**src/hdl/swm_pkg.sv**
```systemverilog
package swm_pkg;

    // default ring depth
    localparam int HISTORY_DEPTH_DEF = 32;

    localparam int BAND_W      = 16;
    localparam int NUM_BANDS   = 8;
    localparam int STAMP_W     = 32;
    localparam int VIS_W       = 19;
    localparam int SHARE_W     = 17;
    localparam int SPREAD_W    = 12;
    localparam int COUNT_OUT_W = 6;
    localparam int CFG_IDX_W   = 3;
    localparam int CFG_DATA_W  = 32;
    localparam int IN_DATA_W   = 192;
    localparam int OUT_DATA_W  = 16;

    // register indexes
    localparam logic [CFG_IDX_W-1:0] REG_CLEAR_FLOOR   = 3'd0;
    localparam logic [CFG_IDX_W-1:0] REG_VISIBLE_FLOOR = 3'd1;
    localparam logic [CFG_IDX_W-1:0] REG_NIR_SHARE     = 3'd2;
    localparam logic [CFG_IDX_W-1:0] REG_RED_SHARE     = 3'd3;
    localparam logic [CFG_IDX_W-1:0] REG_BLUE_SHARE    = 3'd4;
    localparam logic [CFG_IDX_W-1:0] REG_SPREAD_CEIL   = 3'd5;
    localparam logic [CFG_IDX_W-1:0] REG_WINDOW_MS     = 3'd6;

    // reset values
    localparam logic [BAND_W-1:0]   RST_CLEAR_FLOOR   = 16'd200;
    localparam logic [VIS_W-1:0]    RST_VISIBLE_FLOOR = 19'd300;
    localparam logic [SHARE_W-1:0]  RST_NIR_SHARE     = 17'd9831;
    localparam logic [SHARE_W-1:0]  RST_RED_SHARE     = 17'd11797;
    localparam logic [SHARE_W-1:0]  RST_BLUE_SHARE    = 17'd5243;
    localparam logic [SPREAD_W-1:0] RST_SPREAD_CEIL   = 12'd160;
    localparam logic [STAMP_W-1:0]  RST_WINDOW_MS     = 32'd60000;

    typedef struct packed {
        logic [BAND_W-1:0]   clear_floor;
        logic [VIS_W-1:0]    visible_floor;
        logic [SHARE_W-1:0]  nir_share_floor;
        logic [SHARE_W-1:0]  red_share_floor;
        logic [SHARE_W-1:0]  blue_share_floor;
        logic [SPREAD_W-1:0] spread_ceiling;
        logic [STAMP_W-1:0]  window_length_ms;
    } t_cfg;

    typedef struct packed {
        logic [NUM_BANDS-1:0][BAND_W-1:0] band;
        logic [BAND_W-1:0]                clear_level;
        logic [BAND_W-1:0]                nir_level;
    } t_reading;

    typedef struct packed {
        logic vld;
        logic strict;
    } t_verdict;

    typedef struct packed {
        logic                   vld;
        logic                   vote;
        logic                   strict;
        logic [COUNT_OUT_W-1:0] total;
        logic [COUNT_OUT_W-1:0] hits;
    } t_vote;

endpackage

```
**src/hdl/swm_judge.sv**
```systemverilog
module swm_judge
    import swm_pkg::*;
(
    input  logic     i_clk,
    input  logic     i_rst_n,
    input  logic     i_start,
    input  t_reading i_reading,
    input  t_cfg     i_cfg,
    output t_verdict o_verdict
);

    logic [3:0]          r_vld;
    t_reading            r_rd;

    // stage 1: sums and band extremes
    logic [VIS_W-1:0]    n_vis;
    logic [BAND_W-1:0]   n_lo;
    logic [BAND_W-1:0]   n_hi;
    logic [VIS_W-1:0]    r_vis;
    logic [BAND_W+1:0]   r_blue;
    logic [BAND_W:0]     r_red;
    logic [BAND_W-1:0]   r_nir;
    logic [BAND_W-1:0]   r_lo;
    logic [BAND_W-1:0]   r_hi;
    logic                r_ok1;

    // stage 2: cross products
    logic [35:0]         r_nir_rhs;
    logic [35:0]         r_red_rhs;
    logic [35:0]         r_blue_rhs;
    logic [27:0]         r_spr_rhs;
    logic [31:0]         r_nir_lhs;
    logic [32:0]         r_red_lhs;
    logic [33:0]         r_blue_lhs;
    logic [19:0]         r_spr_lhs;
    logic                r_ok2;

    logic                r_strict;

    always_comb begin
        n_vis = '0;
        n_lo  = r_rd.band[0];
        n_hi  = r_rd.band[0];
        for (int i = 0; i < NUM_BANDS; i++) begin
            n_vis = n_vis + VIS_W'(r_rd.band[i]);
            if (r_rd.band[i] < n_lo) n_lo = r_rd.band[i];
            if (r_rd.band[i] > n_hi) n_hi = r_rd.band[i];
        end
    end

    always_ff @(posedge i_clk) begin
        if (!i_rst_n) begin
            r_vld <= '0;
        end else begin
            r_vld <= {r_vld[2:0], i_start};
        end
    end

    always_ff @(posedge i_clk) begin
        if (i_start) begin
            r_rd <= i_reading;
        end
        r_vis  <= n_vis;
        r_blue <= (BAND_W+2)'(r_rd.band[0]) + (BAND_W+2)'(r_rd.band[1])
                + (BAND_W+2)'(r_rd.band[2]);
        r_red  <= (BAND_W+1)'(r_rd.band[6]) + (BAND_W+1)'(r_rd.band[7]);
        r_nir  <= r_rd.nir_level;
        r_lo   <= n_lo;
        r_hi   <= n_hi;
        r_ok1  <= (r_rd.clear_level >= i_cfg.clear_floor) && (n_lo != '0);

        r_ok2      <= r_ok1 && (r_vis >= i_cfg.visible_floor);
        r_nir_rhs  <= 36'(i_cfg.nir_share_floor) * 36'(r_vis);
        r_red_rhs  <= 36'(i_cfg.red_share_floor) * 36'(r_vis);
        r_blue_rhs <= 36'(i_cfg.blue_share_floor) * 36'(r_vis);
        r_spr_rhs  <= 28'(i_cfg.spread_ceiling) * 28'(r_lo);
        r_nir_lhs  <= {r_nir, 16'b0};
        r_red_lhs  <= {r_red, 16'b0};
        r_blue_lhs <= {r_blue, 16'b0};
        r_spr_lhs  <= {r_hi, 4'b0};

        r_strict <= r_ok2
            && (36'(r_nir_lhs) >= r_nir_rhs)
            && (36'(r_red_lhs) >= r_red_rhs)
            && (36'(r_blue_lhs) >= r_blue_rhs)
            && (28'(r_spr_lhs) <= r_spr_rhs);
    end

    assign o_verdict.vld    = r_vld[3];
    assign o_verdict.strict = r_strict;

endmodule

```
**config.mk**
```make
export PLATFORM = sky130hd
export DESIGN_NAME = swm_judge
export DESIGN_NICKNAME = d
export VERILOG_FILES = /design/src/hdl/swm_pkg.sv /design/src/hdl/swm_judge.sv
export SDC_FILE = /design/constraint.sdc
export NUM_CORES = 2
export LEC_CHECK = 0
export BUFFER_PORTS_ARGS = -buffer_cell sky130_fd_sc_hd__buf_2
export CAP_MARGIN = 25
export CORE_ASPECT_RATIO = 0.9
export CORE_MARGIN = 2
export CORE_UTILIZATION = 58
export CTS_CLUSTER_SIZE = 28
export DETAILED_ROUTE_END_ITERATION = 10
export HOLD_SLACK_MARGIN = 0.1
export MAX_ROUTING_LAYER = met4
export PLACE_DENSITY = 0.79
export SYNTH_ARGS = -nofsm -noshare
export SYNTH_HDL_FRONTEND = slang
export SYNTH_SLANG_ARGS = --single-unit
export TNS_END_PERCENT = 100
```
**constraint.sdc**
```tcl
create_clock -name i_clk -period 16.3 [get_ports i_clk]
set_input_delay 3.26 -clock i_clk [delete_from_list [all_inputs] [get_ports i_clk]]
set_output_delay 3.26 -clock i_clk [all_outputs]
set_load 0.05 [all_outputs]
```
==> flow_summary.ini <==
[die]
num_rows = 113
die_w_um = 348.5
die_h_um = 314.1
dieArea_um2 = 109500
fp.coreArea_um2 = 105800
initial_utilization_pct = 58.59
ios = 295

[synth]
syn_area_um2 = 61960
yosys_warnings = 0
ys_types = 85
syn_avg_cell_area_um2 = 9.378
async_flop_share_pct = 0
synth_top_area_cell = fa_1
synthFlopType = dfxtp_1
netlist_top_cells_area = fa_1 (32%), ha_1 (15%), dfxtp_1 (10%)
yosysTopAreaCellShare_pct = 32.28
synthCells = 6607
synth_edf_count = 160
ys_seq_area_share_pct = 17.84
synth-seq-cells = 472
synth_fp_nets = 8639

[timing]
hold_violations = 0
finalMaxSlewViolations = 0
period_share_pct = 95.55
fmaxAchievable_mhz = 64.21
fin_skew_ps = 22.05
relSlewSlack_pct = 36.05
finalSetupViolCount = 0
finalCriticalPeriod_ps = 15570
worstMarginPinSlew_ps = 959.2
holdWs_ps = 324.1

[placement]
io_buffers = 262
place.gp.congestion = 0.9814
place_area_um2 = 65340
hpwl_um = 118300

[drt]
ant_nets = 0
wl_per_cell_um = 18.29
vias_per_cell = 5.502
routed_wl_um = 151300
drt-initial-drc-count = 3184
vias = 45500
drc = 0
dr.pass1.iters = 6

[worst_setup_path]
cp-start-kind = flip-flop
cp_slowest_cell = or4_4
cpMostUsedCell = a21o_1
end_kind = flip-flop
path_class = flip-flop to flip-flop
crit_arrival_ps = 16090
cp.required_ps = 16820
cp_max_fo = 10
slowest_delay_ps = 560

[cells_and_area]
drive_above_1_share_pct = 10.13
layout_commonest_cell = inv_1
fillers = 8572
fin_util_pct = 63.66
layout_common_cells = inv_1 (1,444), fa_1 (999), nand2_1 (919), ha_1 (740), and2_1 (387)
area_growth_pct = 8.659
fin_area_um2 = 67320
ff_latch_area_um2 = 11070
fin_nets = 8877
multi_input_area_um2 = 44700

[grt]
grt_pass1_wl_um = 247400
antenna_found_initial = 8
grt_max_degree = 85
overflow = 0
grt_pass1_vias = 48520
track_usage_pct = 29.35

[clock_tree]
clock_latency_ps = 650
clock_path_buffers = 3
h-tree-depth = 2
cts_tree = done
cts_num_sinks = 472
clock_tree.root_cell = clkbuf_16
cts_made_buffers = 48
clkTransAtPathRegs_ps = 60

[run]
cap_violations = 0

[min_path]
hold_class = flip-flop to flip-flop

[status]
outcome = finished, final reports clean
==> layout make-up <==
class	instances	share of cell area (%)
Multi-Input combinational cell	4435	66.39
Sequential cell	472	16.45
Inverter	1443	8.045
Timing Repair Buffer	445	4.061
Tap cell	1380	2.565
Clock buffer	63	2.035
Clock inverter	25	0.4256
Antenna cell	7	0.02602
==> worst max-delay path, delay by kind of cell (launching register included) <==
| family | cells | cell delay, ps |
|---|---|---|
| muxes | 5 | 1440 |
| AOI/OAI and AO/OA | 33 | 5740 |
| and+or+nand+nor | 23 | 3640 |
| DFF | 1 | 420 |
| buffers and inverters | 16 | 2190 |
| adders and majority gates | 7 | 1950 |
==> Yosys cell counts, types with 56 or more instances <==
| library cell | instances |
|---|---|
| inv_1 | 1443 |
| fa_1 | 999 |
| nand2_1 | 922 |
| ha_1 | 740 |
| and2_1 | 388 |
| dfxtp_1 | 312 |
| clkbuf_1 | 238 |
| a21oi_1 | 194 |
| nor2_1 | 179 |
| edfxtp_1 | 160 |
| o21ai_0 | 154 |
| a21o_1 | 113 |
| xnor2_1 | 98 |
| mux2_2 | 90 |
| mux2i_1 | 56 |
==> through the flow <==
| step | setup TNS [ps] | setup WS, ps | cells |
|---|---|---|---|
| floorplan | 0 | 14.41 | 6607 |
| global placement | 0 | 80.41 | 8165 |
| detailed placement | -3396 | -229.0 | 8165 |
| CTS | 0 | 40.76 | 8254 |
| global route | -577.3 | -51.08 | 8269 |
| finish | 0 | 725.0 | 8270 |
==> sequential cells by signal (all words and copies together) (netlist names), 17 cells and up <==
name,flops
r_red_rhs,36
r_spr_rhs,28
r_blue_rhs,36
r_red_lhs,17
r_rd,160
r_nir_rhs,36
r_vis,19
r_blue,18
r_blue_lhs,18
r_red,17
==> cell families (layout without fill, tap and decap cells) <==
family          after synthesis  after routing  synth area share [%]
compound gates              651            652                 6.765
xor+xnor                    131            131                 1.852
fa+ha+maj                  1741           1741                 47.26
buf+inv                    1701           1976                 10.36
flops                       472            472                 17.84
mux                         148            148                 2.583
other cells                   0              7                     0
simple gates               1763           1763                 13.35
==> layer usage <==
layer / part of all wire, % / global-route usage (%)
met5: 0 / -
met4: 3.1 / 9.218
met3: 7.2 / 3.220
met2: 48 / 47.88
met1: 42 / 38.72
==> path summary, 6_finish.rpt <==
check | from | to | slack [ps] | cells after the start
worst max register to register | r_rd[56]$_DFFE_PP_ | r_hi[14]$_DFF_P_ | 730 | 84
worst max-delay path | r_rd[56]$_DFFE_PP_ | r_hi[14]$_DFF_P_ | 730 | 84
worst min register to register | r_nir[12]$_DFF_P_ | r_nir_lhs[28]$_DFF_P_ | 320 | 0
worst min-delay path | r_nir[12]$_DFF_P_ | r_nir_lhs[28]$_DFF_P_ | 320 | 0
==> what timing repair did <==
action / in CTS / in global routing
hold buffers: 0 / 0
gates resized for setup: 4 / 59
setup endpoints to repair: 16 / 33
pin swaps: 0 / 14
cloned: 1 / 1
buffers inserted: 0 / 8
Power is not shown: default switching activity piles up to over one toggle a cycle in this logic, so the estimate is an artifact.
