<file path="config.mk">
export PLATFORM = sky130hd
export DESIGN_NAME = swm_ring
export DESIGN_NICKNAME = d
export VERILOG_FILES = /design/src/hdl/swm_pkg.sv /design/src/hdl/swm_ring.sv
export SDC_FILE = /design/constraint.sdc
export NUM_CORES = 1
export LEC_CHECK = 0
export ABC_AREA = 0
export BUFFER_PORTS_ARGS = -buffer_cell sky130_fd_sc_hd__buf_4
export CORE_ASPECT_RATIO = 0.7
export CORE_UTILIZATION = 45
export DETAILED_ROUTE_END_ITERATION = 10
export PLACE_DENSITY = 0.63
export SYNTH_ARGS = -nofsm -noshare
export SYNTH_HDL_FRONTEND = slang
export SYNTH_SLANG_ARGS = --single-unit
</file>
<file path="constraint.sdc">
create_clock -name i_clk -period 6.4 [get_ports i_clk]
set_input_delay 0 -clock i_clk [delete_from_list [all_inputs] [get_ports i_clk]]
set_output_delay 0 -clock i_clk [all_outputs]
set_load 0.01 [all_outputs]
</file>
<file path="src/hdl/swm_pkg.sv">
package swm_pkg;

    // default ring depth
    localparam int HISTORY_DEPTH_DEF = 32;

    localparam int BAND_W      = 16;
    localparam int NUM_BANDS   = 8;
    localparam int STAMP_W     = 32;
    localparam int VIS_W       = 19;
    localparam int SHARE_W     = 17;
    localparam int SPREAD_W    = 12;
    localparam int COUNT_OUT_W = 6;
    localparam int CFG_IDX_W   = 3;
    localparam int CFG_DATA_W  = 32;
    localparam int IN_DATA_W   = 192;
    localparam int OUT_DATA_W  = 16;

    // register indexes
    localparam logic [CFG_IDX_W-1:0] REG_CLEAR_FLOOR   = 3'd0;
    localparam logic [CFG_IDX_W-1:0] REG_VISIBLE_FLOOR = 3'd1;
    localparam logic [CFG_IDX_W-1:0] REG_NIR_SHARE     = 3'd2;
    localparam logic [CFG_IDX_W-1:0] REG_RED_SHARE     = 3'd3;
    localparam logic [CFG_IDX_W-1:0] REG_BLUE_SHARE    = 3'd4;
    localparam logic [CFG_IDX_W-1:0] REG_SPREAD_CEIL   = 3'd5;
    localparam logic [CFG_IDX_W-1:0] REG_WINDOW_MS     = 3'd6;

    // reset values
    localparam logic [BAND_W-1:0]   RST_CLEAR_FLOOR   = 16'd200;
    localparam logic [VIS_W-1:0]    RST_VISIBLE_FLOOR = 19'd300;
    localparam logic [SHARE_W-1:0]  RST_NIR_SHARE     = 17'd9831;
    localparam logic [SHARE_W-1:0]  RST_RED_SHARE     = 17'd11797;
    localparam logic [SHARE_W-1:0]  RST_BLUE_SHARE    = 17'd5243;
    localparam logic [SPREAD_W-1:0] RST_SPREAD_CEIL   = 12'd160;
    localparam logic [STAMP_W-1:0]  RST_WINDOW_MS     = 32'd60000;

    typedef struct packed {
        logic [BAND_W-1:0]   clear_floor;
        logic [VIS_W-1:0]    visible_floor;
        logic [SHARE_W-1:0]  nir_share_floor;
        logic [SHARE_W-1:0]  red_share_floor;
        logic [SHARE_W-1:0]  blue_share_floor;
        logic [SPREAD_W-1:0] spread_ceiling;
        logic [STAMP_W-1:0]  window_length_ms;
    } t_cfg;

    typedef struct packed {
        logic [NUM_BANDS-1:0][BAND_W-1:0] band;
        logic [BAND_W-1:0]                clear_level;
        logic [BAND_W-1:0]                nir_level;
    } t_reading;

    typedef struct packed {
        logic vld;
        logic strict;
    } t_verdict;

    typedef struct packed {
        logic                   vld;
        logic                   vote;
        logic                   strict;
        logic [COUNT_OUT_W-1:0] total;
        logic [COUNT_OUT_W-1:0] hits;
    } t_vote;

endpackage

</file>
<file path="src/hdl/swm_ring.sv">
module swm_ring
    import swm_pkg::*;
#(
    parameter int HISTORY_DEPTH = HISTORY_DEPTH_DEF
) (
    input  logic               i_clk,
    input  logic               i_rst_n,
    input  logic               i_start,
    input  logic [STAMP_W-1:0] i_stamp,
    input  logic [STAMP_W-1:0] i_window,
    input  t_verdict           i_verdict,
    input  logic               i_out_free,
    output logic               o_idle,
    output t_vote              o_res
);

    localparam int AW = (HISTORY_DEPTH > 1) ? $clog2(HISTORY_DEPTH) : 1;
    localparam int CW = $clog2(HISTORY_DEPTH + 1);
    localparam int XW = (CW > COUNT_OUT_W) ? CW : COUNT_OUT_W;

    typedef enum logic [1:0] {ST_IDLE, ST_SCAN, ST_WAIT, ST_DONE} t_state;

    t_state             r_state;
    logic [AW-1:0]      r_slot;
    logic [CW-1:0]      r_fill;
    logic [CW-1:0]      r_addr;
    logic               r_rd_vld;
    logic [AW-1:0]      r_rd_idx;
    logic [STAMP_W-1:0] r_now;
    logic [CW-1:0]      r_total;
    logic [CW-1:0]      r_hits;
    logic               r_have;
    logic               r_strict;

    // verdict in the top bit, stamp below
    logic [STAMP_W:0]   r_mem [HISTORY_DEPTH];
    logic [STAMP_W:0]   r_q;

    logic               mem_re;
    logic               mem_we;
    logic [STAMP_W-1:0] age;
    logic               in_window;
    logic [CW-1:0]      tot;
    logic [CW-1:0]      hits;
    logic [XW-1:0]      tot_x;
    logic [XW-1:0]      hits_x;

    assign mem_re = (r_state == ST_SCAN) && (r_addr < r_fill);
    assign mem_we = (r_state == ST_DONE) && i_out_free;

    always_ff @(posedge i_clk) begin
        if (mem_we) begin
            r_mem[r_slot] <= {r_strict, r_now};
        end
        if (mem_re) begin
            r_q <= r_mem[r_addr[AW-1:0]];
        end
    end

    // the slot about to be overwritten drops out of the count
    assign age       = r_now - r_q[STAMP_W-1:0];
    assign in_window = r_rd_vld && (r_rd_idx != r_slot)
                    && (r_now >= r_q[STAMP_W-1:0]) && (age <= i_window);

    always_ff @(posedge i_clk) begin
        if (!i_rst_n) begin
            r_state  <= ST_IDLE;
            r_slot   <= '0;
            r_fill   <= '0;
            r_rd_vld <= 1'b0;
            r_have   <= 1'b0;
        end else begin
            case (r_state)
                ST_IDLE: begin
                    if (i_start) begin
                        r_now   <= i_stamp;
                        r_addr  <= '0;
                        r_total <= '0;
                        r_hits  <= '0;
                        r_have  <= 1'b0;
                        r_state <= ST_SCAN;
                    end
                end
                ST_SCAN: begin
                    if (mem_re) begin
                        r_addr <= r_addr + 1'b1;
                    end
                    if (!mem_re && !r_rd_vld) begin
                        r_state <= ST_WAIT;
                    end
                end
                ST_WAIT: begin
                    if (r_have) begin
                        r_state <= ST_DONE;
                    end
                end
                ST_DONE: begin
                    if (i_out_free) begin
                        r_state <= ST_IDLE;
                        r_slot  <= (r_slot == AW'(HISTORY_DEPTH - 1)) ? '0 : r_slot + 1'b1;
                        if (r_fill != CW'(HISTORY_DEPTH)) begin
                            r_fill <= r_fill + 1'b1;
                        end
                    end
                end
                default: r_state <= ST_IDLE;
            endcase
            r_rd_vld <= mem_re;
            r_rd_idx <= r_addr[AW-1:0];
            if (in_window) begin
                r_total <= r_total + 1'b1;
                if (r_q[STAMP_W]) begin
                    r_hits <= r_hits + 1'b1;
                end
            end
            if (i_verdict.vld) begin
                r_have   <= 1'b1;
                r_strict <= i_verdict.strict;
            end
        end
    end

    // the new reading always counts: age zero
    assign tot    = r_total + 1'b1;
    assign hits   = r_hits + CW'(r_strict);
    assign tot_x  = XW'(tot);
    assign hits_x = XW'(hits);

    assign o_idle       = (r_state == ST_IDLE);
    assign o_res.vld    = (r_state == ST_DONE);
    assign o_res.vote   = ({hits, 1'b0} >= {1'b0, tot});
    assign o_res.strict = r_strict;
    assign o_res.total  = tot_x[COUNT_OUT_W-1:0];
    assign o_res.hits   = hits_x[COUNT_OUT_W-1:0];

endmodule

</file>
==> results by group, run 1 <==
Run status
  • Status: complete, no violations

GRT
  • Grt ovf: 0
  • Vias in the first global route: 23,490
  • GRT Total Usage: 0.2295
  • Initial antenna violation count: 7
  • Largest net degree at the start of global routing: 93
  • First-pass GRT wire length: between 150,000 and 200,000 µm

Clock tree
  • CTS tree: done
  • Post-CTS sizing: 0
  • Clock sink total: about 1,200
  • Max clock buf depth: 3
  • CTS buffer count: about 110
  • Later-pin clock latency in the skew report: roughly 700 ps
  • Root Driver: clkbuf_16
  • CTS clock-pin slew for the worst setup and hold paths: 60 ps
  • H-tree Lvls: 3

Worst hold path
  • Worst hold path cell count: 2
  • Worst Hold Launch: i_stamp[27]
  • Hold Path Class: primary input to flop
  • Hold path endpoint: r_now[27]$_DFFE_PP_

Yosys
  • Mapped Area: 47,100 µm²
  • Synth cell types: between 60 and 70
  • Top_reg_cell synth: edfxtp_1
  • Ys Warns: 0
  • Sequential area share after synthesis: 0.7365
  • Avg Cell Area, Syn: 21.00 µm²
  • Cells after Synth: around 2,200
  • Post-synth EDFFs: 1,145
  • Flops & latches, synth: roughly 1,200
  • FFs w/ async S/R, synth: 0
  • Syn Nets: between 2,000 and 2,500

STA
  • Final min period: ~6000 ps
  • Tightest Pin Transition: about 1300 ps
  • Fmax: ~0.17 GHz
  • Final Setup Violations: 0
  • RSZ-0062 raised after global routing: no
  • Final hold viol count: 0
  • Fin crit share: 0.9340
  • Slew Viols, Final: 0
  • Max transition margin: 0.1396
  • Setup TNS: 0 ps
  • Clk_skew: 13.75 ps

Job
  • Maxcap violations: 0

Power and ir drop
  • Comb power frac: 0.202
  • Internal power: 13.69 mW
  • Lkg Pwr: around 17 nW
  • Part of the power in the clock network: 0.322
  • Power per Cell Area: roughly 350 nW/µm²
  • Net Sw Frac: 0.2599
  • Sw Pwr: around 4.8 mW
  • Seq pwr share: 0.476
  • Peak supply drop: approximately 0.27 mV

Finish
  • # diodes: 0
  • Non-Filler Instances: just under 4,000
  • Layout area overhead: 13.45%
  • # nets final: ~2,600
  • Proportion of layout cells with a drive suffix above 1: 0.2726

Routing
  • Per-cell routed wire length: 31.23 µm
  • DR DRC count: 0
  • Vias: ~24,000
  • Routed Antenna Nets: 0
  • WL final: approximately 120,000 µm
  • Routed vias/inst: around 6.1
  • Initial DRC count: roughly 2,700
  • Drt first pass iters: 5

Setup path
  • CP top delay family: compound AO/OA/AOI/OAI gates
  • Reg2reg end: r_total[3]$_SDFFCE_PP0P_
  • Crit end category: flop
  • Crit path buf inv count: 0
  • Critical Path Start Type: flop
  • Reg2Reg Setup Slack: 420 ps
  • Worst EP arrival: roughly 6300 ps
  • Highest-delay cell along the critical path: edfxtp_1
  • Largest stage delay, worst path: between 1000 and 1500 ps
  • CP dominant cell by count: a21oi_1
  • Crit-path max FO: 33
  • Crit-path cells: ha_1 > nand3_1 > nor4b_2 > o31ai_2 > a21oi_1 > o2111ai_2 > a31oi_2 > a21o_1 > a21oi_1 > xnor2_1 > ha_1 > nand4_1 > nor4_1 > nand2_1 > a22oi_1 > o311ai_1 > or2_1 > a21oi_1
  • Worst flop-to-flop path startpoint: r_now[8]$_DFFE_PP_
  • Crit Path Class: flop to flop
  • Reg2Reg Depth: 18
  • Required time of the critical path: between 6000 and 7000 ps

Floorplanning
  • Die Ht: roughly 270 µm
  • Die width: 388.7 µm
  • # IOs: 86
  • Std-Cell Rows: between 90 and 100
  • Initial Utilization: 0.4578
  • CORE AREA: around 100,000 µm²
  • Die ar.: between 100,000 and 150,000 µm²

Placed design
  • IO Port Bufs: between 80 and 90
  • Detailed Place HPWL: 66,840 µm
  • Final GP Congestion: about 0.90
  • Placed Instances: between 3,000 and 4,000
[cell usage after synthesis (18+ instances only)]
library cell	n	area, µm²
xor2_1	21	183.9
nand2_1	50	187.7
a21oi_1	53	265.3
a21o_1	34	255.2
mux2_2	33	371.6
buf_4	18	135.1
clkbuf_1	50	187.7
mux4_2	330	7432
ha_1	90	1126
o21ai_0	25	125.1
inv_1	93	349.1
nor2_1	73	274.0
nand3_1	18	90.09
edfxtp_1	1145	34380
xnor2_1	32	280.3
[power groups by stage]
stage               combinational, mW  clock (mW)  sequential (mW)
global placement                 3.65           0             8.95
floorplan                        2.67           0             8.95
finish                           3.74        5.95             8.81
global route                     4.01        6.33             8.82
CTS                              3.76        6.04             8.81
detailed placement               3.72           0             8.97
[repair_timing]
action                                 4_1_cts  5_1_grt
hold buffers                                53        0
setup endpoints to repair                    0        7
endpoints found under the hold margin       71        0
setup buffers                                0        1
[cells in the final DEF (no fill, tap or decap), types with 3 or more instances in the layout]
cell type	netlist	final
a211o_1	3	3
a211oi_1	5	5
a21boi_0	3	3
a21o_1	34	34
a21oi_1	53	53
a31oi_1	5	5
and2_1	11	11
and3_1	4	4
and4_1	3	3
buf_12	0	5
buf_4	18	144
bufinv_16	0	5
clkbuf_1	50	28
clkbuf_16	0	107
clkinv_1	0	21
clkinv_2	0	15
dfxtp_1	15	15
dlygate4sd3_1	0	53
edfxtp_1	1145	1145
ha_1	90	90
inv_1	93	93
mux2_2	33	33
mux2i_1	3	3
mux4_2	330	330
nand2_1	50	50
nand2b_1	6	6
nand3_1	18	18
nand3b_1	5	5
nand4_1	17	17
nor2_1	73	40
nor2_4	0	33
nor2b_1	10	10
nor3_1	7	7
o21a_1	6	6
o21ai_0	25	25
o21ai_1	7	7
o21bai_1	4	4
or3_1	4	4
xnor2_1	32	32
xor2_1	21	21
[cells by family after synthesis]
| family | share of synthesized area |
|---|---|
| multiplexers | 0.1663 |
| XOR/XNOR | 0.009857 |
| adder cells (fa/ha/maj) | 0.02434 |
| AND/OR/NAND/NOR | 0.02253 |
| flip-flops | 0.7365 |
| AO/OA/AOI/OAI | 0.02266 |
| buffers and inverters | 0.01783 |
[worst reg2reg max path, stage by stage, from the launching register on]
cell	delay (ps)
edfxtp_1	1060
ha_1	450
nand3_1	170
nor4b_2	260
o31ai_2	130
a21oi_1	250
o2111ai_2	190
a31oi_2	270
a21o_1	170
a21oi_1	70
xnor2_1	150
ha_1	310
nand4_1	160
nor4_1	430
nand2_1	120
a22oi_1	250
o311ai_1	270
or2_1	390
a21oi_1	500
[routing by layer]
layer  routed length (µm)  vias up  track usage
met5                   26        -            0
met4                 2578        4      0.05918
met3                 9840      158      0.04209
met2                55200     1097       0.3490
met1                53570    12700       0.3439
li1                     -     9683            -
[cell type report]
type	instances	area, µm²
clock buffers	136	2796
clock inverters	46	356.6
fillers	7924	49450
inverters	93	349.1
multi-input cells	893	11830
flip-flops and latches	1160	34680
well taps	1350	1689
repair buffers	203	1723
[worst max path at each step]
stage	from	endpoint	cells past startpoint
2_1_floorplan	r_now[0]$_DFFE_PP_	r_total[0]$_SDFFCE_PP0P_	21
3_3_place_gp	r_now[3]$_DFFE_PP_	r_hits[2]$_DFFE_PP_	19
3_5_place_dp	r_now[3]$_DFFE_PP_	r_total[2]$_SDFFCE_PP0P_	18
4_1_cts	r_now[3]$_DFFE_PP_	r_total[3]$_SDFFCE_PP0P_	18
5_1_grt	r_now[8]$_DFFE_PP_	r_hits[2]$_DFFE_PP_	19
6_report	r_now[8]$_DFFE_PP_	r_total[3]$_SDFFCE_PP0P_	18
[state kept, by name, indices dropped and copies added (netlist names)]
| signal | flops |
|---|---|
| r_addr | 6 |
| r_fill | 6 |
| r_have | 1 |
| r_hits | 6 |
| r_mem | 1056 |
| r_now | 32 |
| r_q | 33 |
| r_rd_idx | 5 |
| r_rd_vld | 1 |
| r_slot | 5 |
| r_state | 2 |
| r_strict | 1 |
| r_total | 6 |
[metrics by stage]
step | area [µm²] | hold WS [ps] | power [mW] | setup slack, ps | utilization
2_1_floorplan | 47100 | 98.87 | 11.62 | 1487 | -
3_3_place_gp | 49740 | 178.8 | 12.60 | 630.1 | 0.4834
3_5_place_dp | 49740 | 179.4 | 12.69 | 412.0 | 0.4834
4_1_cts | 53420 | 0.8333 | 18.61 | 407.0 | 0.5193
5_1_grt | 53430 | 14.28 | 19.16 | 36.20 | 0.5194
6_report | 53430 | 41.58 | 18.50 | 422.5 | 0.5194
No activity file was read; power rests on OpenSTA's default activity.
==> run 2, diff against run 1 <==
Settings changed: CORE_ASPECT_RATIO 0.7 to default.
==> run 2 against run 1 <==
Against the previous run: final area rose by 1.3%; power rose by 4.2%; routed wire length fell by 3.3%; via count fell by 0.98%; flip-flop and latch count did not move; final cell count rose by 1.8%; first-iteration DRC count fell by 2.2%; sequential share of layout area fell by 0.81 points; clock skew rose by 12 ps; setup slack improved by 22 ps; critical endpoint is now r_total[5]$_SDFFCE_PP0P_; highest routed layer is now met4.
==> results by group, run 2 (synthesis results as in run 1) <==
Run status
  • Status: complete, no violations

Clock tree
  • Max clock buf depth: 3 (unchanged)
  • Root Driver: clkbuf_16
  • Clock sink total: 1,160 (unchanged)
  • Later-pin clock latency in the skew report: 700 ps (about the same)
  • CTS buffer count: 114 (+8.6%)
  • CTS tree: done
  • CTS clock-pin slew for the worst setup and hold paths: 60 ps (about the same)
  • H-tree Lvls: 3 (unchanged)
  • Post-CTS sizing: 0 (unchanged)

Finish
  • Most frequent cells in the layout: edfxtp_1, mux4_2, buf_4
  • # nets final: 2,633 (+0.61%)
  • Final design utilization: 0.5220 (+0.002633)
  • Proportion of layout cells with a drive suffix above 1: 0.2851 (+0.01248)
  • Top Registers: r_mem: 1056 flops, r_q: 33 flops, r_now: 32 flops
  • Area used by multi-input combinational logic: 11,830 µm² (unchanged)
  • Layout area overhead: 14.88%
  • # diodes: 0 (unchanged)
  • Commonest non-fill, non-tap cell in the layout: edfxtp_1
  • Fillers: 8,051 (+1.6%)
  • Seq. cell area: 34,680 µm² (unchanged)
  • Largest reg by FF count: r_mem
  • Max reg flops: 1,056 (unchanged)

STA
  • Fin crit share: 0.9306 (-0.003398)
  • Fmax: 0.1679 GHz (+0.37%)
  • Min Hold Slack: 32.18 ps (-9.399 ps)
  • Final hold viol count: 0 (unchanged)
  • Final min period: 5956 ps (-21.75 ps)
  • Slew Viols, Final: 0 (unchanged)
  • Tightest Pin Transition: 1335 ps (+47.25 ps)
  • Max transition margin: 0.1080 (-0.03157)
  • Final Setup Violations: 0 (unchanged)
  • RSZ-0062 raised after global routing: no
  • Setup TNS: 0 ps (unchanged)
  • Clk_skew: 26.06 ps (+12.31 ps)

Routing
  • Routed Antenna Nets: 0 (unchanged)
  • Vias: 23,410 (-0.98%)
  • DR DRC count: 0 (unchanged)
  • Per-cell routed wire length: 29.67 µm (-5.0%)
  • Routed vias/inst: 5.926 (-2.7%)
  • Drt first pass iters: 6 (+1)
  • WL final: 117,200 µm (-3.3%)
  • Initial DRC count: 2,681 (-2.2%)

Setup path
  • Crit end category: flop
  • Crit-path cells: ha_1 > nand2_1 > o21a_1 > o311ai_1 > a211o_1 > o2111ai_2 > a31oi_2 > a21o_1 > a21oi_1 > xnor2_1 > ha_1 > nand4_1 > or4_1 > o311ai_1 > or2_1 > a21oi_1
  • Crit Path Class: flop to flop
  • Largest stage delay, worst path: 1110 ps (+50 ps)
  • Critical Path Start Type: flop
  • Crit-path max FO: 33 (unchanged)
  • Highest-delay cell along the critical path: edfxtp_1
  • Worst EP arrival: 6360 ps (+50 ps)
  • Required time of the critical path: 6800 ps (+70 ps)

Worst hold path
  • Hold Path Class: primary input to flop

Floorplanning
  • Die Ht: 325.5 µm (+19%)
  • CORE AREA: 103,600 µm² (+0.75%)
  • Die ar.: 106,000 µm² (about the same)
  • Std-Cell Rows: 118 (+20%)
  • Die width: 325.5 µm (-16%)
  • Initial Utilization: 0.4544 (-0.003393)
  • # IOs: 86 (unchanged)

Power and ir drop
  • Peak supply drop: 0.2863 mV (+7.1%)
  • Power, Total: 19.28 mW (+4.2%)
  • Power per Cell Area: 356.3 nW/µm² (+2.9%)
  • Lkg Pwr: 17.64 nW (+1.8%)

GRT
  • First-pass GRT wire length: 168,300 µm (-1.7%)
  • Largest net degree at the start of global routing: 106 (+14%)
  • Grt ovf: 0 (unchanged)
  • GRT Total Usage: 0.2220 (-0.007519)
  • Vias in the first global route: 23,800 (+1.3%)
  • Initial antenna violation count: 2 (-5)

Job
  • Maxcap violations: 0 (unchanged)

Placed design
  • Final GP Congestion: 0.9342 (+3.4%)
  • IO Port Bufs: 85 (unchanged)
  • Detailed Place HPWL: 65,310 µm (-2.3%)
run 2: changes by cell type in the layout (fill, tap and decap cells not counted), moves of 3 or more:
cell	previous run	this run
buf_4	144	157
bufinv_16	5	14
clkbuf_16	107	116
clkinv_1	21	30
clkbuf_1	28	20
clkinvlp_4	2	6
dlygate4sd3_1	53	49
inv_6	1	5
clkinv_2	15	18
clkinv_4	1	4
run 2: what timing repair did:
action / CTS / global route
setup buffers: 0 / 0
endpoints found under the hold margin: 70 / 0
hold buffers: 49 / 0
run 2: worst max-delay path: cells and delay by family (launching register included):
kind,cells,cell delay [ps]
AOI/OAI and AO/OA,9,2530
DFF,1,1110
and+or+nand+nor,4,1110
adders and majority gates,2,750
xor gates and xnor gates,1,140
run 2: cell type report:
| type | count | area share |
|---|---|---|
| tap | 1380 | 0.03191 |
| timing repair buffer | 210 | 0.03233 |
| multi-input combinational | 893 | 0.2187 |
| sequential | 1160 | 0.6411 |
| inverter | 93 | 0.006452 |
| clock inverter | 79 | 0.01448 |
| clock buffer | 136 | 0.05504 |
run 2: worst paths after layout:
check / startpoint / end / slack, ps / cells after the start
max: r_now[11]$_DFFE_PP_ / r_total[5]$_SDFFCE_PP0P_ / 440 / 16
min: i_verdict[0] / r_strict$_DFFE_PP_ / 30 / 2
max reg2reg: r_now[11]$_DFFE_PP_ / r_total[5]$_SDFFCE_PP0P_ / 440 / 16
min reg2reg: r_now[7]$_DFFE_PP_ / r_mem[0][7]$_DFFE_PP_ / 530 / 0
run 2: stage by stage:
step / worst slack [ps] / cell area [µm²] / cells
after floorplan: 1487 / 47100 / 2243
after global placement: 617.1 / 49850 / 3687
after detailed placement: 553.3 / 49850 / 3687
after CTS: 538.1 / 54100 / 3951
after global routing: 20.46 / 54100 / 3951
final: 444.2 / 54100 / 3951
run 2: metal layers:
layer  track usage  share of wire  vias up
met3       0.03403          0.072      168
met5             0              0        -
met1        0.3233           0.43    12530
met2        0.3529           0.48      982
met4       0.05726          0.021        0
li1              -              -     9732
run 2: power by group:
group,switching [mW],internal (mW),total (mW)
sequential,0.114,8.65,8.76
clock,2.86,3.89,6.75
combinational,1.98,1.79,3.76
==> run 3, diff against run 2 <==
==> constraint.sdc (replaced) <==
create_clock -name i_clk -period 6.4 [get_ports i_clk]
set_input_delay 0.64 -clock i_clk [delete_from_list [all_inputs] [get_ports i_clk]]
set_output_delay 0.64 -clock i_clk [all_outputs]
set_load 0.01 [all_outputs]
==> run 3 against run 2 <==
Against the previous run: power about the same; non-clock buffer count is 48 lower; fmax is 0.35% lower; critical path depth is 2 higher; register-to-register slack worse by 20 ps; die area stayed put; combinational power hardly changed; largest cell class unchanged.
==> results by group, run 3 (synthesis results as in run 1) <==
Finish
  • # nets final: 2,587 (-1.7%)
  • Max reg flops: 1,056 (unchanged)
  • Top Registers: r_mem: 1056 flops, r_q: 33 flops, r_now: 32 flops
  • Largest reg by FF count: r_mem
  • Final non-filler cell area: 53,640 µm² (-0.85%)
  • Commonest non-fill, non-tap cell in the layout: edfxtp_1
  • Seq. cell area: 34,680 µm² (unchanged)
  • Fillers: 8,148 (+1.2%)
  • Layout area overhead: 13.91%
  • Most frequent cells in the layout: edfxtp_1, mux4_2, buf_4
  • Final design utilization: 0.5176 (-0.004418)
  • Area used by multi-input combinational logic: 11,830 µm² (unchanged)
  • Proportion of layout cells with a drive suffix above 1: 0.2954 (+0.01034)

Floorplanning
  • Die width: 325.5 µm (unchanged)
  • Die Ht: 325.5 µm (unchanged)
  • Initial Utilization: 0.4544 (unchanged)
  • Std-Cell Rows: 118 (unchanged)
  • # IOs: 86 (unchanged)
  • Die ar.: 106,000 µm² (unchanged)
  • CORE AREA: 103,600 µm² (unchanged)

Routing
  • Initial DRC count: 2,737 (+2.1%)
  • Routed Antenna Nets: 0 (unchanged)
  • Per-cell routed wire length: 29.96 µm (+0.97%)
  • WL final: 117,000 µm (-0.16%)
  • DR DRC count: 0 (unchanged)
  • Drt first pass iters: 5 (-1)
  • Routed vias/inst: 5.994 (+1.1%)
  • Vias: 23,420 (+0.021%)

Clock tree
  • CTS Hold Bufs: 0 (-100%)
  • Clock sink total: 1,160 (unchanged)
  • Max clock buf depth: 3 (unchanged)
  • CTS buffer count: 116 (+1.8%)
  • CTS clock-pin slew for the worst setup and hold paths: 60 ps (about the same)
  • H-tree Lvls: 3 (unchanged)
  • Later-pin clock latency in the skew report: 700 ps (about the same)
  • Root Driver: clkbuf_16
  • CTS tree: done
  • Post-CTS sizing: 0 (unchanged)

GRT
  • Grt ovf: 0 (unchanged)
  • Initial antenna violation count: 4 (+2)
  • GRT Total Usage: 0.2211 (-0.0009561)
  • First-pass GRT wire length: 166,900 µm (-0.85%)
  • Largest net degree at the start of global routing: 106 (unchanged)
  • Vias in the first global route: 23,630 (-0.75%)

Power and ir drop
  • Power per Cell Area: 359.2 nW/µm² (+0.81%)
  • Internal power: 14.33 mW (about the same)
  • Peak supply drop: 0.2351 mV (-18%)
  • Lkg Pwr: 17.46 nW (-1.0%)
  • Part of the power in the clock network: 0.351 (about the same)
  • Comb power frac: 0.195 (about the same)
  • Sw Pwr: 4.942 mW (-0.30%)
  • Seq pwr share: 0.455 (about the same)
  • Power, Total: 19.27 mW (about the same)
  • Net Sw Frac: 0.2565 (-0.0006678)

Run status
  • Status: complete, no violations

Setup path
  • Crit Path Class: flop to flop
  • Critical Path Start Type: flop
  • Highest-delay cell along the critical path: edfxtp_1
  • Crit end category: flop
  • Reg2reg end: r_total[4]$_SDFFCE_PP0P_
  • Worst EP arrival: 6320 ps (-40 ps)
  • Worst flop-to-flop path startpoint: r_now[15]$_DFFE_PP_
  • Required time of the critical path: 6740 ps (-60 ps)
  • Reg2Reg Setup Slack: 420 ps (-20 ps)
  • Largest stage delay, worst path: 1030 ps (-80 ps)
  • Crit-path max FO: 33 (unchanged)
  • Crit-path cells: ha_1 > a21o_1 > o21ai_1 > o311ai_1 > a211o_1 > o2111ai_2 > a31oi_2 > a211o_1 > a21oi_2 > xnor2_1 > ha_1 > nand4_1 > nor4_1 > nand2_1 > a22oi_1 > o311ai_1 > or2_1 > a21oi_1
  • Reg2Reg Depth: 18 (+2)
  • CP top delay family: compound AO/OA/AOI/OAI gates
  • Crit path buf inv count: 0 (unchanged)

STA
  • Fin crit share: 0.9338 (+0.003229)
  • Min Hold Slack: 111.6 ps (+79.40 ps)
  • Clk_skew: 18.90 ps (-7.162 ps)
  • Tightest Pin Transition: 1291 ps (-43.90 ps)
  • Setup TNS: 0 ps (unchanged)
  • Final min period: 5976 ps (+20.67 ps)
  • Final Setup Violations: 0 (unchanged)
  • Max transition margin: 0.1373 (+0.02933)
  • RSZ-0062 raised after global routing: no
  • Final hold viol count: 0 (unchanged)
  • Fmax: 0.1673 GHz (-0.35%)
  • Slew Viols, Final: 0 (unchanged)

Job
  • Maxcap violations: 0 (unchanged)

Placed design
  • IO Port Bufs: 85 (unchanged)
  • Detailed Place HPWL: 65,350 µm (about the same)
  • Dpl cell area: 49,850 µm² (unchanged)
  • Final GP Congestion: 0.9391 (+0.52%)

Worst hold path
  • Hold Path Class: primary input to flop
  • Worst hold path cell count: 1 (-1)
  • Hold path endpoint: r_strict$_DFFE_PP_
  • Worst Hold Launch: i_verdict[0]
## run 3: cell count changes in the layout (fill, tap and decap cells not counted), sizes merged, moves of 2 or more
cell         change
clkinvlp         +3
dlygate4sd3     -49
inv              -4
diode            +2
clkinv           +3
## run 3: routing by layer
metal  global-route usage  share of wire  up-vias
met3              0.03762          0.082      160
li1                     -              -     9628
met1               0.3193           0.42    12560
met2               0.3491           0.48     1073
met5                    0       0.000077        -
met4              0.06216          0.023        2
## run 3: power groups by stage
stage          logic (mW)  clock network, mW  registers (mW)
6_report             3.76               6.76            8.76
3_3_place_gp         3.70                  0            8.91
2_1_floorplan        2.67                  0            8.95
5_1_grt              4.03               7.11            8.77
4_1_cts              3.78               6.85            8.76
3_5_place_dp         3.76                  0            8.92
## run 3: area by class of cell
class,count,share of cell area
Clock inverter,80,0.01364
Clock buffer,137,0.05677
Sequential cell,1160,0.6465
Timing Repair Buffer,162,0.02367
Multi-Input combinational cell,893,0.2206
Inverter,93,0.006507
Antenna cell,2,0.00009330
Tap cell,1380,0.03219
## run 3: what timing repair did
action | CTS | global route
endpoints found under the hold margin | 0 | 0
endpoints found under the setup margin | 0 | 6
setup buffers | 0 | 1
## run 3: stage by stage
| step | instances | worst slack, ps |
|---|---|---|
| after floorplan | 2243 | 1487 |
| after global placement | 3687 | 629.4 |
| after detailed placement | 3687 | 563.9 |
| after CTS | 3904 | 532.6 |
| after global routing | 3907 | 10.61 |
| final | 3907 | 423.5 |
## run 3: how the worst max path moves through the flow
stage                         from  cells past startpoint                        to
2_1_floorplan   r_now[0]$_DFFE_PP_                     21  r_total[0]$_SDFFCE_PP0P_
3_3_place_gp   r_now[15]$_DFFE_PP_                     18  r_total[1]$_SDFFCE_PP0P_
3_5_place_dp   r_now[11]$_DFFE_PP_                     18  r_total[1]$_SDFFCE_PP0P_
4_1_cts        r_now[15]$_DFFE_PP_                     18  r_total[1]$_SDFFCE_PP0P_
5_1_grt        r_now[15]$_DFFE_PP_                     18  r_total[0]$_SDFFCE_PP0P_
6_report       r_now[15]$_DFFE_PP_                     18  r_total[4]$_SDFFCE_PP0P_
## run 3: worst register-to-register path, delay by kind of cell, from the launching register on
kind / cells / cell delay [ps]
simple gates: 4 / 1060
xor+xnor: 1 / 70
flops: 1 / 1030
fa+ha+maj: 2 / 790
compound gates: 11 / 2670
